==> src/rtl/core/epcl_pkg.sv <==
// Shared types, register indexes and helpers for the eta/phi cell locator.
package epcl_pkg;

    localparam int Q_W       = 16;  // signed fixed-point field width
    localparam int CFG_IDX_W = 3;
    localparam int CFG_DAT_W = 16;
    localparam int ETA_NUM_W = 17;  // eta + max_abs_eta, always non-negative
    localparam int REM_W     = 15;  // divider remainder, below a 15-bit divisor
    localparam int LYR_W     = 8;   // widest layer field carried internally

    // pi in unsigned Q32
    localparam longint PI_Q32 = 64'sd13493037705;

    typedef logic signed [Q_W-1:0]       t_q;
    typedef logic [CFG_IDX_W-1:0]        t_cfg_addr;
    typedef logic [CFG_DAT_W-1:0]        t_cfg_data;

    typedef enum logic {
        OP_LOCATE   = 1'b0,
        OP_DESCRIBE = 1'b1
    } t_op;

    typedef enum logic [CFG_IDX_W-1:0] {
        CFG_SAMPLING_LAYER = 3'd0,
        CFG_MAX_ABS_ETA    = 3'd1,
        CFG_ETA_WIDTH      = 3'd2,
        CFG_PHI_WIDTH      = 3'd3,
        CFG_ETA_BIN_COUNT  = 3'd4,
        CFG_PHI_BIN_COUNT  = 3'd5
    } t_cfg_idx;

    // saturate a wide signed value to the 16-bit signed range
    function automatic t_q sat16(input logic signed [32:0] v);
        logic signed [32:0] hi;
        logic signed [32:0] lo;
        hi = 33'sd32767;
        lo = -33'sd32768;
        if (v > hi) begin
            sat16 = 16'sh7fff;
        end else if (v < lo) begin
            sat16 = 16'sh8000;
        end else begin
            sat16 = t_q'(v[Q_W-1:0]);
        end
    endfunction

endpackage

==> src/rtl/core/eta_phi_cell_locator.sv <==
// Top level of the eta/phi cell locator: pipelined locate and describe of calorimeter cells.
//
// Usage
//   Requests enter on start while busy is low; busy is only high during reset,
//   so one request may enter every clock. A locate request takes i_eta_in and
//   i_phi_in (signed Q4.12); a describe request takes layer, side and the two
//   bin indexes. Each request gives exactly one result, shown for one cycle
//   with o_valid high; the receiver cannot hold results off, and none is needed.
//   When o_found is low every other result field is zero.
// Throughput and pipeline
//   One request per cycle outside reset. A request passes the entry register,
//   the NS divider stages, then the bin selection, edge product and edge
//   registers and the result register; NS = max(17, KS + WW) covers 17 steps of
//   the eta bin divider, KS steps of the constant 2pi reduction of phi, then
//   WW steps of the phi bin divider (WW = bits of 2pi in FRAC_BITS).
//   Each divider stage does one restoring-division step.
// Configuration
//   i_cfg_valid/o_cfg_ready with a register index and data; write only while
//   no request is in flight. Reset (synchronous, i_rst_n low) restores the
//   register defaults and empties the pipeline; requests and writes are held
//   off while reset is held.
module eta_phi_cell_locator #(
    parameter int ETA_INDEX_BITS = 10,
    parameter int PHI_INDEX_BITS = 8,
    parameter int LAYER_BITS     = 4,
    parameter int FRAC_BITS      = 12
) (
    input  logic                          i_clk,
    input  logic                          i_rst_n,
    // request channel
    input  logic                          start,
    output logic                          busy,
    input  logic                          i_operation,
    input  epcl_pkg::t_q                  i_eta_in,
    input  epcl_pkg::t_q                  i_phi_in,
    input  logic [LAYER_BITS-1:0]         i_layer_in,
    input  logic                          i_side_in,
    input  logic [ETA_INDEX_BITS-1:0]     i_eta_bin_in,
    input  logic [PHI_INDEX_BITS-1:0]     i_phi_bin_in,
    // configuration write channel
    input  logic                          i_cfg_valid,
    output logic                          o_cfg_ready,
    input  epcl_pkg::t_cfg_addr           i_cfg_index,
    input  epcl_pkg::t_cfg_data           i_cfg_data,
    // result
    output logic                          o_valid,
    output logic                          o_found,
    output logic [LAYER_BITS+ETA_INDEX_BITS+PHI_INDEX_BITS:0] o_cell_code,
    output logic                          o_side_out,
    output logic [ETA_INDEX_BITS-1:0]     o_eta_bin_out,
    output logic [PHI_INDEX_BITS-1:0]     o_phi_bin_out,
    output epcl_pkg::t_q                  o_eta_low,
    output epcl_pkg::t_q                  o_eta_high,
    output epcl_pkg::t_q                  o_phi_low,
    output epcl_pkg::t_q                  o_phi_high,
    output epcl_pkg::t_q                  o_eta_mid,
    output epcl_pkg::t_q                  o_phi_mid
);
    import epcl_pkg::*;

    // fixed-point pi and the phi reduction geometry
    localparam longint PI_FIX     = (PI_Q32 + (64'sd1 <<< (31 - FRAC_BITS))) >>> (32 - FRAC_BITS);
    localparam longint TWO_PI_FIX = 2 * PI_FIX;
    // multiples of 2pi added so that phi + pi is never negative
    localparam longint WRAP_M     = (64'sd32768 + TWO_PI_FIX - 1) / TWO_PI_FIX;
    localparam longint PHI_OFFS   = PI_FIX + WRAP_M * TWO_PI_FIX;
    localparam int     WX         = $clog2(64'sd32767 + PHI_OFFS + 1);
    localparam int     WW         = $clog2(TWO_PI_FIX);
    localparam int     KS         = WX - WW + 1;
    localparam int     NS         = (ETA_NUM_W > KS + WW) ? ETA_NUM_W : KS + WW;
    localparam int     PIW        = (WW > PHI_INDEX_BITS) ? WW : PHI_INDEX_BITS;
    localparam int     CW         = LAYER_BITS + ETA_INDEX_BITS + PHI_INDEX_BITS + 1;
    localparam int     LATENCY    = NS + 5;

    typedef struct packed {
        logic                   valid;
        t_op                    op;
        logic                   bad;       // locate rejected up front
        logic                   side;
        logic                   eta_max;
        logic                   eta_zero;
        logic [LYR_W-1:0]       layer;
        logic [ETA_NUM_W-1:0]   e_num;
        logic [REM_W-1:0]       e_rem;
        logic [ETA_NUM_W-1:0]   e_q;       // eta bin (describe: preloaded)
        logic [WX-1:0]          p_x;       // phi + offset, reduced mod 2pi
        logic [REM_W-1:0]       p_rem;
        logic [PIW-1:0]         p_q;       // phi bin (describe: preloaded)
    } t_stage;

    typedef struct packed {
        logic           valid;
        logic           ok;
        logic           side;
        logic           even_lo;   // last bin below the middle, even count
        logic           even_hi;   // middle bin, even count
        logic [10:0]    ei;
        logic [8:0]     pi;
        logic [CW-1:0]  code;
    } t_sel;

    typedef struct packed {
        logic           valid;
        logic           ok;
        logic           side;
        logic           even_lo;
        logic           even_hi;
        logic [25:0]    prod_e;
        logic [23:0]    prod_p;
        logic [CW-1:0]  code;
    } t_mul;

    typedef struct packed {
        logic               valid;
        logic               ok;
        logic signed [31:0] e_lo;
        logic signed [31:0] e_hi;
        logic signed [31:0] p_lo;
        logic signed [31:0] p_hi;
        logic [CW-1:0]      code;
    } t_edge;

    // configuration registers
    logic [3:0]  r_cfg_layer;
    logic [14:0] r_max_eta;
    logic [14:0] r_eta_width;
    logic [14:0] r_phi_width;
    logic [10:0] r_eta_count;
    logic [8:0]  r_phi_count;

    assign busy        = ~i_rst_n;
    assign o_cfg_ready = i_rst_n;

    always_ff @(posedge i_clk) begin
        if (!i_rst_n) begin
            r_cfg_layer <= 4'd0;
            r_max_eta   <= 15'd10240;
            r_eta_width <= 15'd512;
            r_phi_width <= 15'd402;
            r_eta_count <= 11'd40;
            r_phi_count <= 9'd64;
        end else if (i_cfg_valid) begin
            case (t_cfg_idx'(i_cfg_index))
                CFG_SAMPLING_LAYER: r_cfg_layer <= i_cfg_data[3:0];
                CFG_MAX_ABS_ETA:    r_max_eta   <= i_cfg_data[14:0];
                CFG_ETA_WIDTH:      r_eta_width <= i_cfg_data[14:0];
                CFG_PHI_WIDTH:      r_phi_width <= i_cfg_data[14:0];
                CFG_ETA_BIN_COUNT:  r_eta_count <= i_cfg_data[10:0];
                CFG_PHI_BIN_COUNT:  r_phi_count <= i_cfg_data[8:0];
                default: ;
            endcase
        end
    end

    // ---- entry stage: range checks, dividend set-up -------------------------
    t_stage r_st [0:NS];
    t_stage n_st0;
    logic signed [16:0] eta17;
    logic signed [16:0] mx17;

    always_comb begin
        eta17         = 17'(i_eta_in);
        mx17          = signed'({2'b00, r_max_eta});
        n_st0         = '0;
        n_st0.valid   = start & ~busy;   // busy also clears the stage in reset
        n_st0.op      = t_op'(i_operation);
        n_st0.e_num   = ETA_NUM_W'(eta17 + mx17);
        n_st0.p_x     = WX'(longint'(i_phi_in) + PHI_OFFS);
        n_st0.eta_max = (eta17 == mx17);
        n_st0.eta_zero = (i_eta_in == '0);
        if (t_op'(i_operation) == OP_DESCRIBE) begin
            n_st0.side  = i_side_in;
            n_st0.layer = LYR_W'(i_layer_in);
            n_st0.e_q   = ETA_NUM_W'(i_eta_bin_in);
            n_st0.p_q   = PIW'(i_phi_bin_in);
        end else begin
            n_st0.side  = ~i_eta_in[Q_W-1];
            n_st0.layer = LYR_W'(r_cfg_layer);
            n_st0.bad   = (eta17 < -mx17) || (eta17 > mx17) ||
                          (r_eta_width == '0) || (r_phi_width == '0);
        end
    end

    always_ff @(posedge i_clk) begin
        r_st[0] <= n_st0;
    end

    // ---- one division step per stage ----------------------------------------
    for (genvar s = 0; s < NS; s++) begin : g_step
        localparam int         EBIT = (s < ETA_NUM_W) ? ETA_NUM_W - 1 - s : 0;
        localparam int         SH   = (s < KS) ? KS - 1 - s : 0;
        localparam int         PBIT = (s >= KS && s < KS + WW) ? WW - 1 - (s - KS) : 0;
        localparam logic [63:0] MODC = 64'(TWO_PI_FIX) << SH;

        t_stage      n_st;
        logic [15:0] e_try;
        logic [15:0] p_try;

        always_comb begin
            n_st       = r_st[s];
            n_st.valid = r_st[s].valid & i_rst_n;
            e_try = {r_st[s].e_rem, r_st[s].e_num[EBIT]};
            p_try = {r_st[s].p_rem, r_st[s].p_x[PBIT]};
            if (r_st[s].op == OP_LOCATE) begin
                if (s < ETA_NUM_W) begin
                    if (e_try >= {1'b0, r_eta_width}) begin
                        n_st.e_rem = REM_W'(e_try - {1'b0, r_eta_width});
                        n_st.e_q   = {r_st[s].e_q[ETA_NUM_W-2:0], 1'b1};
                    end else begin
                        n_st.e_rem = e_try[REM_W-1:0];
                        n_st.e_q   = {r_st[s].e_q[ETA_NUM_W-2:0], 1'b0};
                    end
                end
                if (s < KS) begin
                    if (64'(r_st[s].p_x) >= MODC) begin
                        n_st.p_x = WX'(64'(r_st[s].p_x) - MODC);
                    end
                end
                if (s >= KS && s < KS + WW) begin
                    if (p_try >= {1'b0, r_phi_width}) begin
                        n_st.p_rem = REM_W'(p_try - {1'b0, r_phi_width});
                        n_st.p_q   = {r_st[s].p_q[PIW-2:0], 1'b1};
                    end else begin
                        n_st.p_rem = p_try[REM_W-1:0];
                        n_st.p_q   = {r_st[s].p_q[PIW-2:0], 1'b0};
                    end
                end
            end
        end

        always_ff @(posedge i_clk) begin
            r_st[s+1] <= n_st;
        end
    end

    // ---- bin selection and address checks -----------------------------------
    t_stage               fin;
    t_sel                 r_sel;
    t_sel                 n_sel;
    logic [ETA_NUM_W-1:0] ei;
    logic [ETA_NUM_W-1:0] mid;
    logic                 side_ok;

    assign fin = r_st[NS];

    always_comb begin
        mid = ETA_NUM_W'(r_eta_count >> 1);
        if (fin.op == OP_DESCRIBE) begin
            ei = fin.e_q;
        end else if (fin.eta_max) begin
            ei = ETA_NUM_W'(r_eta_count) - 1'b1;
        end else if (fin.eta_zero) begin
            ei = mid;
        end else begin
            ei = fin.e_q;
        end

        if (!r_eta_count[0]) begin
            side_ok = (fin.side == (ei >= mid));
        end else begin
            side_ok = !((ei < mid) && fin.side) && !((ei > mid) && !fin.side);
        end

        n_sel.valid   = fin.valid & i_rst_n;
        n_sel.ok      = !fin.bad && side_ok &&
                        (fin.layer == LYR_W'(r_cfg_layer)) &&
                        ((fin.layer >> LAYER_BITS) == '0) &&
                        (ei < ETA_NUM_W'(r_eta_count)) &&
                        ((ei >> ETA_INDEX_BITS) == '0) &&
                        (fin.p_q < PIW'(r_phi_count)) &&
                        ((fin.p_q >> PHI_INDEX_BITS) == '0);
        n_sel.side    = fin.side;
        n_sel.even_lo = !r_eta_count[0] && (ei + 1'b1 == mid);
        n_sel.even_hi = !r_eta_count[0] && (ei == mid);
        n_sel.ei      = ei[10:0];
        n_sel.pi      = 9'(fin.p_q);
        n_sel.code    = {fin.layer[LAYER_BITS-1:0], fin.side,
                         ei[ETA_INDEX_BITS-1:0], fin.p_q[PHI_INDEX_BITS-1:0]};
    end

    always_ff @(posedge i_clk) begin
        r_sel <= n_sel;
    end

    // ---- edge products -------------------------------------------------------
    t_mul r_mul;

    always_ff @(posedge i_clk) begin
        r_mul.valid   <= r_sel.valid & i_rst_n;
        r_mul.ok      <= r_sel.ok;
        r_mul.side    <= r_sel.side;
        r_mul.even_lo <= r_sel.even_lo;
        r_mul.even_hi <= r_sel.even_hi;
        r_mul.prod_e  <= r_sel.ei * r_eta_width;
        r_mul.prod_p  <= r_sel.pi * r_phi_width;
        r_mul.code    <= r_sel.code;
    end

    // ---- edges, clamping at zero eta, empty-cell check -----------------------
    t_edge r_edge;
    t_edge n_edge;

    always_comb begin
        n_edge.valid = r_mul.valid & i_rst_n;
        n_edge.code  = r_mul.code;
        n_edge.e_lo  = signed'({6'b0, r_mul.prod_e}) - signed'({17'b0, r_max_eta});
        n_edge.e_hi  = n_edge.e_lo + signed'({17'b0, r_eta_width});
        if (!r_mul.side) begin
            if (n_edge.e_hi > 0) begin
                n_edge.e_hi = '0;
            end
        end else if (n_edge.e_lo < 0) begin
            n_edge.e_lo = '0;
        end
        if (r_mul.even_lo) begin
            n_edge.e_hi = '0;
        end else if (r_mul.even_hi) begin
            n_edge.e_lo = '0;
        end
        n_edge.ok    = r_mul.ok && (n_edge.e_lo < n_edge.e_hi);
        n_edge.p_lo  = signed'({8'b0, r_mul.prod_p}) - 32'(PI_FIX);
        n_edge.p_hi  = n_edge.p_lo + signed'({17'b0, r_phi_width});
    end

    always_ff @(posedge i_clk) begin
        r_edge <= n_edge;
    end

    // ---- result register: saturation, centres, zeroing when not found --------
    logic r_valid;
    logic r_found;
    logic [CW-1:0] r_code;
    t_q r_eta_low, r_eta_high, r_phi_low, r_phi_high, r_eta_mid, r_phi_mid;

    always_ff @(posedge i_clk) begin
        r_valid <= r_edge.valid & i_rst_n;
        r_found <= r_edge.valid & r_edge.ok & i_rst_n;
        if (r_edge.ok) begin
            r_code     <= r_edge.code;
            r_eta_low  <= sat16(33'(r_edge.e_lo));
            r_eta_high <= sat16(33'(r_edge.e_hi));
            r_phi_low  <= sat16(33'(r_edge.p_lo));
            r_phi_high <= sat16(33'(r_edge.p_hi));
            r_eta_mid  <= sat16((33'(r_edge.e_lo) + 33'(r_edge.e_hi)) >>> 1);
            r_phi_mid  <= sat16((33'(r_edge.p_lo) + 33'(r_edge.p_hi)) >>> 1);
        end else begin
            r_code     <= '0;
            r_eta_low  <= '0;
            r_eta_high <= '0;
            r_phi_low  <= '0;
            r_phi_high <= '0;
            r_eta_mid  <= '0;
            r_phi_mid  <= '0;
        end
    end

    assign o_valid       = r_valid;
    assign o_found       = r_found;
    assign o_cell_code   = r_code;
    assign o_side_out    = r_code[ETA_INDEX_BITS+PHI_INDEX_BITS];
    assign o_eta_bin_out = r_code[ETA_INDEX_BITS+PHI_INDEX_BITS-1:PHI_INDEX_BITS];
    assign o_phi_bin_out = r_code[PHI_INDEX_BITS-1:0];
    assign o_eta_low     = r_eta_low;
    assign o_eta_high    = r_eta_high;
    assign o_phi_low     = r_phi_low;
    assign o_phi_high    = r_phi_high;
    assign o_eta_mid     = r_eta_mid;
    assign o_phi_mid     = r_phi_mid;

`ifndef ASSERT_OFF
    a_found_needs_valid: assert property (@(posedge i_clk) disable iff (!i_rst_n)
        o_found |-> o_valid)
        else $error("found raised without a result strobe");

    a_latency: assert property (@(posedge i_clk) disable iff (!i_rst_n)
        (start && !busy) |-> ##LATENCY o_valid)
        else $error("request did not produce a result at the pipeline latency");

    a_eta_order: assert property (@(posedge i_clk) disable iff (!i_rst_n)
        o_found |-> (o_eta_low <= o_eta_high))
        else $error("eta edges out of order on a found cell");

    a_neg_side: assert property (@(posedge i_clk) disable iff (!i_rst_n)
        (o_found && !o_side_out) |-> (o_eta_high <= 0))
        else $error("negative-side cell reaches above zero eta");

    a_pos_side: assert property (@(posedge i_clk) disable iff (!i_rst_n)
        (o_found && o_side_out) |-> (o_eta_low >= 0))
        else $error("positive-side cell reaches below zero eta");
`endif

endmodule

==> config.mk <==
export PLATFORM = sky130hd
export DESIGN_NAME = eta_phi_cell_locator
export DESIGN_NICKNAME = d
export VERILOG_FILES = /design/src/rtl/core/epcl_pkg.sv /design/src/rtl/core/eta_phi_cell_locator.sv
export SDC_FILE = /design/constraint.sdc
export NUM_CORES = 2
export LEC_CHECK = 0
export BUFFER_PORTS_ARGS = -buffer_cell sky130_fd_sc_hd__buf_4
export CORE_ASPECT_RATIO = 1.75
export CORE_MARGIN = 2
export CORE_UTILIZATION = 40
export DETAILED_ROUTE_END_ITERATION = 16
export GPL_ROUTABILITY_DRIVEN = 1
export SYNTH_ARGS = -nofsm -noshare
export SYNTH_HDL_FRONTEND = slang
export SYNTH_SLANG_ARGS = --single-unit
export TNS_END_PERCENT = 100
==> constraint.sdc <==
create_clock -name i_clk -period 9.1 [get_ports i_clk]
set_input_delay 0.91 -clock i_clk [delete_from_list [all_inputs] [get_ports i_clk]]
set_output_delay 0.91 -clock i_clk [all_outputs]
set_load 0.01 [all_outputs]
# --- Word-level counts from Yosys, hierarchy flattened ---
# Memory sizes are Yosys's and may differ from the RTL's.
# Cells that the tools add are included.
word_totals:
  out_inout_bits: 142
  ram_bits: 2090
  register_bits: 456
  word_cells: 323
  input_bits: 79
  memories: 1
classes:
  n_reduce_logical: 40
  n_addsub: 46
  mux: 95
  eq_ne: 10
  multipliers: 2
  n_bitwise: 28
  magnitude_cmp: 57
mem_list:
  columns: ["name", "depth", "width", "rd", "rd_clocked_by_memory_dff", "wr", "line", "text"]
  rows:
  - ["r_st", 19, 110, 19, 0, 19, "eta_phi_cell_locator.sv:156", "t_stage r_st [0:NS];"]
ops:
  columns: ["cell", "count"]
  rows:
  - ["32-bit two-way mux", 38]
  - ["30-bit two-way mux", 30]
  - ["16-bit by 15-bit greater-or-equal comparator with 1-bit output", 32]
  - ["15-bit subtractor", 32]
  - ["49-bit two-way mux", 3]
  - ["17-bit two-way mux", 6]
  - ["32-bit by 16-bit > comparator with 1-bit output (second input constant)", 3]
  - ["32-bit by 16-bit < comparator with 1-bit output (second input constant)", 3]
  - ["16-bit two-way mux", 6]
  - ["15-bit two-way mux", 6]
  - ["26-bit by 16-bit > comparator with 1-bit output (second input constant)", 2]
  - ["26-bit by 16-bit < comparator with 1-bit output (second input constant)", 2]
  - ["15-bit logical NOT", 3]
  - ["17-bit by 10-bit == test with 1-bit output", 2]
  - ["32-bit by 32-bit adder with 33-bit output", 1]
  - ["32-bit < comparator", 1]
  - ["27-bit by 16-bit adder with 28-bit output", 1]
  - ["28-bit by 1-bit > comparator with 1-bit output (second input constant)", 1]
  - ["25-bit by 26-bit adder with 27-bit output", 1]
  - ["27-bit by 1-bit < comparator with 1-bit output (second input constant)", 1]
  - ["26-bit by 15-bit subtractor with 27-bit output", 1]
  - ["25-bit by 16-bit adder with 26-bit output", 1]
  - ["11-bit by 15-bit multiplier with 26-bit output", 1]
  - ["1-bit AND", 25]
  - ["42 further kinds", 76]

# --- Depth between registers and ports, before layout ---
# An unclocked memory read counts as a cell.
logic_depth:
  depth_word: 16
  mapped_depth: 34
  depth_no_buf: 32

# --- Least setup slack after synthesis ---
# No wires, ideal clock.
synth_timing:
  path_type: "reg2reg"
  startpoint: "register r_eta_width[1]"
  endpoint: "register r_mul[72] in the netlist's numbering"
  setup_time_ns: 0.143
  slack_ns: 2.527
  period_less_slack_ns: 6.573
  path_stages_with_launch: 23
  t_required_ns: 8.957
  path_buffers: 2
  arrival_ns: 6.430
  cell_sequence: "dfxtp_1 > clkbuf_1 > clkbuf_1 > nand2_1 > fa_1 > inv_1 > fa_1 > fa_1 > inv_1 > fa_1 > inv_1 > fa_1 > ha_1 > nand2_1 > nand2b_1 > a21oi_1 > a21oi_1 > o41ai_1 > a211oi_1 > o21ai_0 > nor4b_1 > or2_2 > o211ai_1"
synth_via:
  elab_chain_len: 1
synth_lines:
  columns: ["item", "line", "text"]
  rows:
  - ["start, declared", "eta_phi_cell_locator.sv:126", "logic [14:0] r_eta_width;"]
  - ["start signal, assigned", "eta_phi_cell_locator.sv:146", "CFG_ETA_WIDTH: r_eta_width <= i_cfg_data[14:0];"]
  - ["11-bit by 15-bit multiplier with 26-bit output", "eta_phi_cell_locator.sv:294", "r_mul.prod_e <= r_sel.ei * r_eta_width;"]
  - ["end, declared", "eta_phi_cell_locator.sv:286", "t_mul r_mul;"]
# Every way passes these cells.
# A chain may end at the register's enable or synchronous reset.

==> flow_metrics.env <==
export IMPL_hp_class="primary input to flop"
export IMPL_drv_slew=0
export IMPL_wl_per_cell_um=18.7
export IMPL_worst_path_largest_cell_delay_ps=550
export IMPL_gr_total_overflow=0
export IMPL_crit_path_frequent_cell="a21o_1"
export IMPL_rsz0062_at_grt="false"
export IMPL_hold_violations=0
export IMPL_total_power_mw=36.2
export IMPL_skew_ps=78.6
export IMPL_numCtsBuffers=184
export IMPL_p_int_mw=22.5
export IMPL_ioPinCount=221
export IMPL_drive_above_1_share_pct=13.7
export IMPL_die_h_um=653
export IMPL_cp_slowest_cell="or3_1"
export IMPL_ctsHtreeMaxLevel=4
export IMPL_grtUsageMet2_pct=39.9
export IMPL_busiest_layer="met2"
export IMPL_fin_crit_sh_pct=82.4
export IMPL_clockPowerShare_pct=22.3
export IMPL_path_class="flop to flop"
export IMPL_synth_edf_count=0
export IMPL_antenna_found_initial=8
export IMPL_arrival_ps=8220
export IMPL_power_density_nw_per_um2=336
export IMPL_final_nets=11200
export IMPL_utilization_pct=44.9
export IMPL_vias_per_cell=5.28
export IMPL_status="completed"
export IMPL_grt_usage_pct=20.1
export IMPL_hold_buffers=0
export IMPL_p_sw_mw=13.7
export IMPL_place_congestion=0.953
export IMPL_cts_clk_slew_worst_paths_ps=60
export IMPL_synth_distinct_cells=101
export IMPL_drc=0
export IMPL_worstMarginPinSlew_ps=1350
export IMPL_post_cts_buffers=0
export IMPL_final_common_cell="dfxtp_1"
export IMPL_peakVddDrop_mv=0.222
export IMPL_drt_total_wl_um=250000
export IMPL_drt_iter0_markers=2925
export IMPL_setup_tns_final_ps=0
export IMPL_grt_pass1_vias=72600
export IMPL_grt_max_degree=67
export IMPL_min_period_ps=7490
export IMPL_syn_to_final_growth_pct=11.9
export IMPL_root_buffer="clkbuf_16"
export IMPL_drv_cap=0
export IMPL_tritoncts="done"
export IMPL_final_cell_mix="dfxtp_1, nor2_1, ha_1"
export IMPL_start_kind="flop"
export IMPL_hpwl_um=194000
export IMPL_grt_pass1_wl_um=390000
export IMPL_globalRouteMet1Util_pct=18.6
export IMPL_ant_nets=0
export IMPL_die_area_um2=245000
export IMPL_multiInputGateArea_um2=53900
export IMPL_worstPathRequired_ps=9820
export IMPL_core_area_um2=240000
export IMPL_port_buffers=219
export IMPL_swShare_pct=37.7
export IMPL_syn_area_um2=96300
export IMPL_seq_area_frac_synth_pct=40.0
export IMPL_synth_async_reset_ratio_pct=0
export IMPL_clock_sinks=1922
export IMPL_nFillCells=22500
export IMPL_seqPwrFrac_pct=33.1
export IMPL_p_leak_nw=47.2
export IMPL_ys_seq_elements=1922
export IMPL_grt_use_met3_pct=2.31
export IMPL_fmax_mhz=133
export IMPL_setup_viol=0
export IMPL_end_kind="flop"
export IMPL_row_count=238
export IMPL_relSlewSlack_pct=9.59
export IMPL_synth_warnings=0
export IMPL_syn_nets=11000
export IMPL_syn_avg_cell_area_um2=9.69
export IMPL_power_frac_comb_pct=44.5
export IMPL_syn_inst=9940
export IMPL_cts_resized=0
export IMPL_dr_pass1_iters=6
export IMPL_initial_utilization_pct=40.2
export IMPL_path_max_fanout=9
export IMPL_die_x_um=375
export IMPL_vias=70800
export IMPL_clock_latency_ps=860
export IMPL_synth_flop_cell="dfxtp_1"
export IMPL_cts_buffer_depth=4
export IMPL_seqCellArea_um2=38500
==> registers in the layout (all words and copies together) (netlist names), 16 cells and up <==
| name | cells |
|---|---|
| r_st | 1495 |
| o_eta_high | 16 |
| o_phi_high | 16 |
| r_mul | 54 |
| o_phi_mid | 16 |
| o_eta_mid | 16 |
| o_eta_low | 16 |
| r_sel | 29 |
| o_cell_code | 23 |
| r_edge | 131 |
| o_phi_low | 16 |
| n_edge | 23 |
==> path summary, 6_finish.rpt <==
path | startpoint | to | slack, ps | cells past startpoint
setup reg to reg | r_max_eta[1] | r_edge[151] | 1610 | 31
setup / recovery | r_max_eta[1] | r_edge[151] | 1610 | 31
hold / removal | i_phi_in[0] | r_st[0][30] | 170 | 1
hold reg to reg | r_sel[18] | n_edge[18] | 300 | 0
==> power groups by stage <==
stage / Combinational, mW / Sequential, mW / Clock (mW)
CTS: 16.2 / 12.0 / 8.32
floorplan: 12.6 / 11.6 / 0
global route: 18.1 / 12.2 / 8.63
detailed placement: 16.0 / 12.2 / 0
finish: 16.1 / 12.0 / 8.09
global placement: 15.7 / 12.1 / 0
==> logic make-up (layout without fill, tap and decap cells) <==
logic type	after synthesis	count (layout)	share of synthesized area [%]
XOR/XNOR	429	429	3.92
multiplexers	989	989	11.2
flip-flops	1922	1922	40.0
buffers and inverters	1028	1362	4.13
AO/OA/AOI/OAI	1728	1728	11.6
other	0	20	0
AND/OR/NAND/NOR	2832	2832	14.2
adder cells (fa/ha/maj)	1012	1012	15.0
==> metrics by stage <==
stage	setup WS (ps)	std cells	hold slack, ps	cell area [um^2]
3_5_place_dp	1630	13100	312	101000
5_1_grt	1110	13400	130	108000
3_3_place_gp	1550	13100	310	101000
2_1_floorplan	2530	9940	310	96300
6_report	1610	13400	171	108000
4_1_cts	1610	13400	108	108000
==> layer usage <==
metal | vias up | wire [um]
met2 | 1564 | 136000
met3 | 716 | 8000
met1 | 33600 | 86700
met4 | 4 | 19700
met5 | - | 20
li1 | 35000 | -
==> synthesized netlist by cell type, types with 153 or more instances <==
| cell type | number | area [um^2] |
|---|---|---|
| dfxtp_1 | 1922 | 38500 |
| nor2_1 | 818 | 3070 |
| ha_1 | 770 | 9630 |
| nand2_1 | 740 | 2780 |
| inv_1 | 711 | 2670 |
| mux2_2 | 680 | 7660 |
| a21oi_1 | 499 | 2500 |
| o21ai_0 | 380 | 1900 |
| mux2i_1 | 309 | 3090 |
| xnor2_1 | 275 | 2410 |
| clkbuf_1 | 242 | 908 |
| fa_1 | 242 | 4840 |
| and2_1 | 224 | 1400 |
| nor3_1 | 210 | 1050 |
| xor2_1 | 153 | 1340 |
==> worst max-delay path: cells and delay by family (launching register included) <==
kind / cells / cell delay [ps]
flops: 1 / 490
buf+inv: 1 / 190
simple gates: 9 / 1870
compound gates: 17 / 3680
xor+xnor: 1 / 190
fa+ha+maj: 3 / 1010
==> final cells by class <==
cell class	count	area share (%)
multi-input combinational	6990	50.0
sequential	1922	35.7
clock buffer	224	4.58
tap	3120	3.62
inverter	720	2.51
timing repair buffer	313	2.18
clock inverter	105	1.31
antenna	20	0.0465
Power figures use the tool's default switching activity.
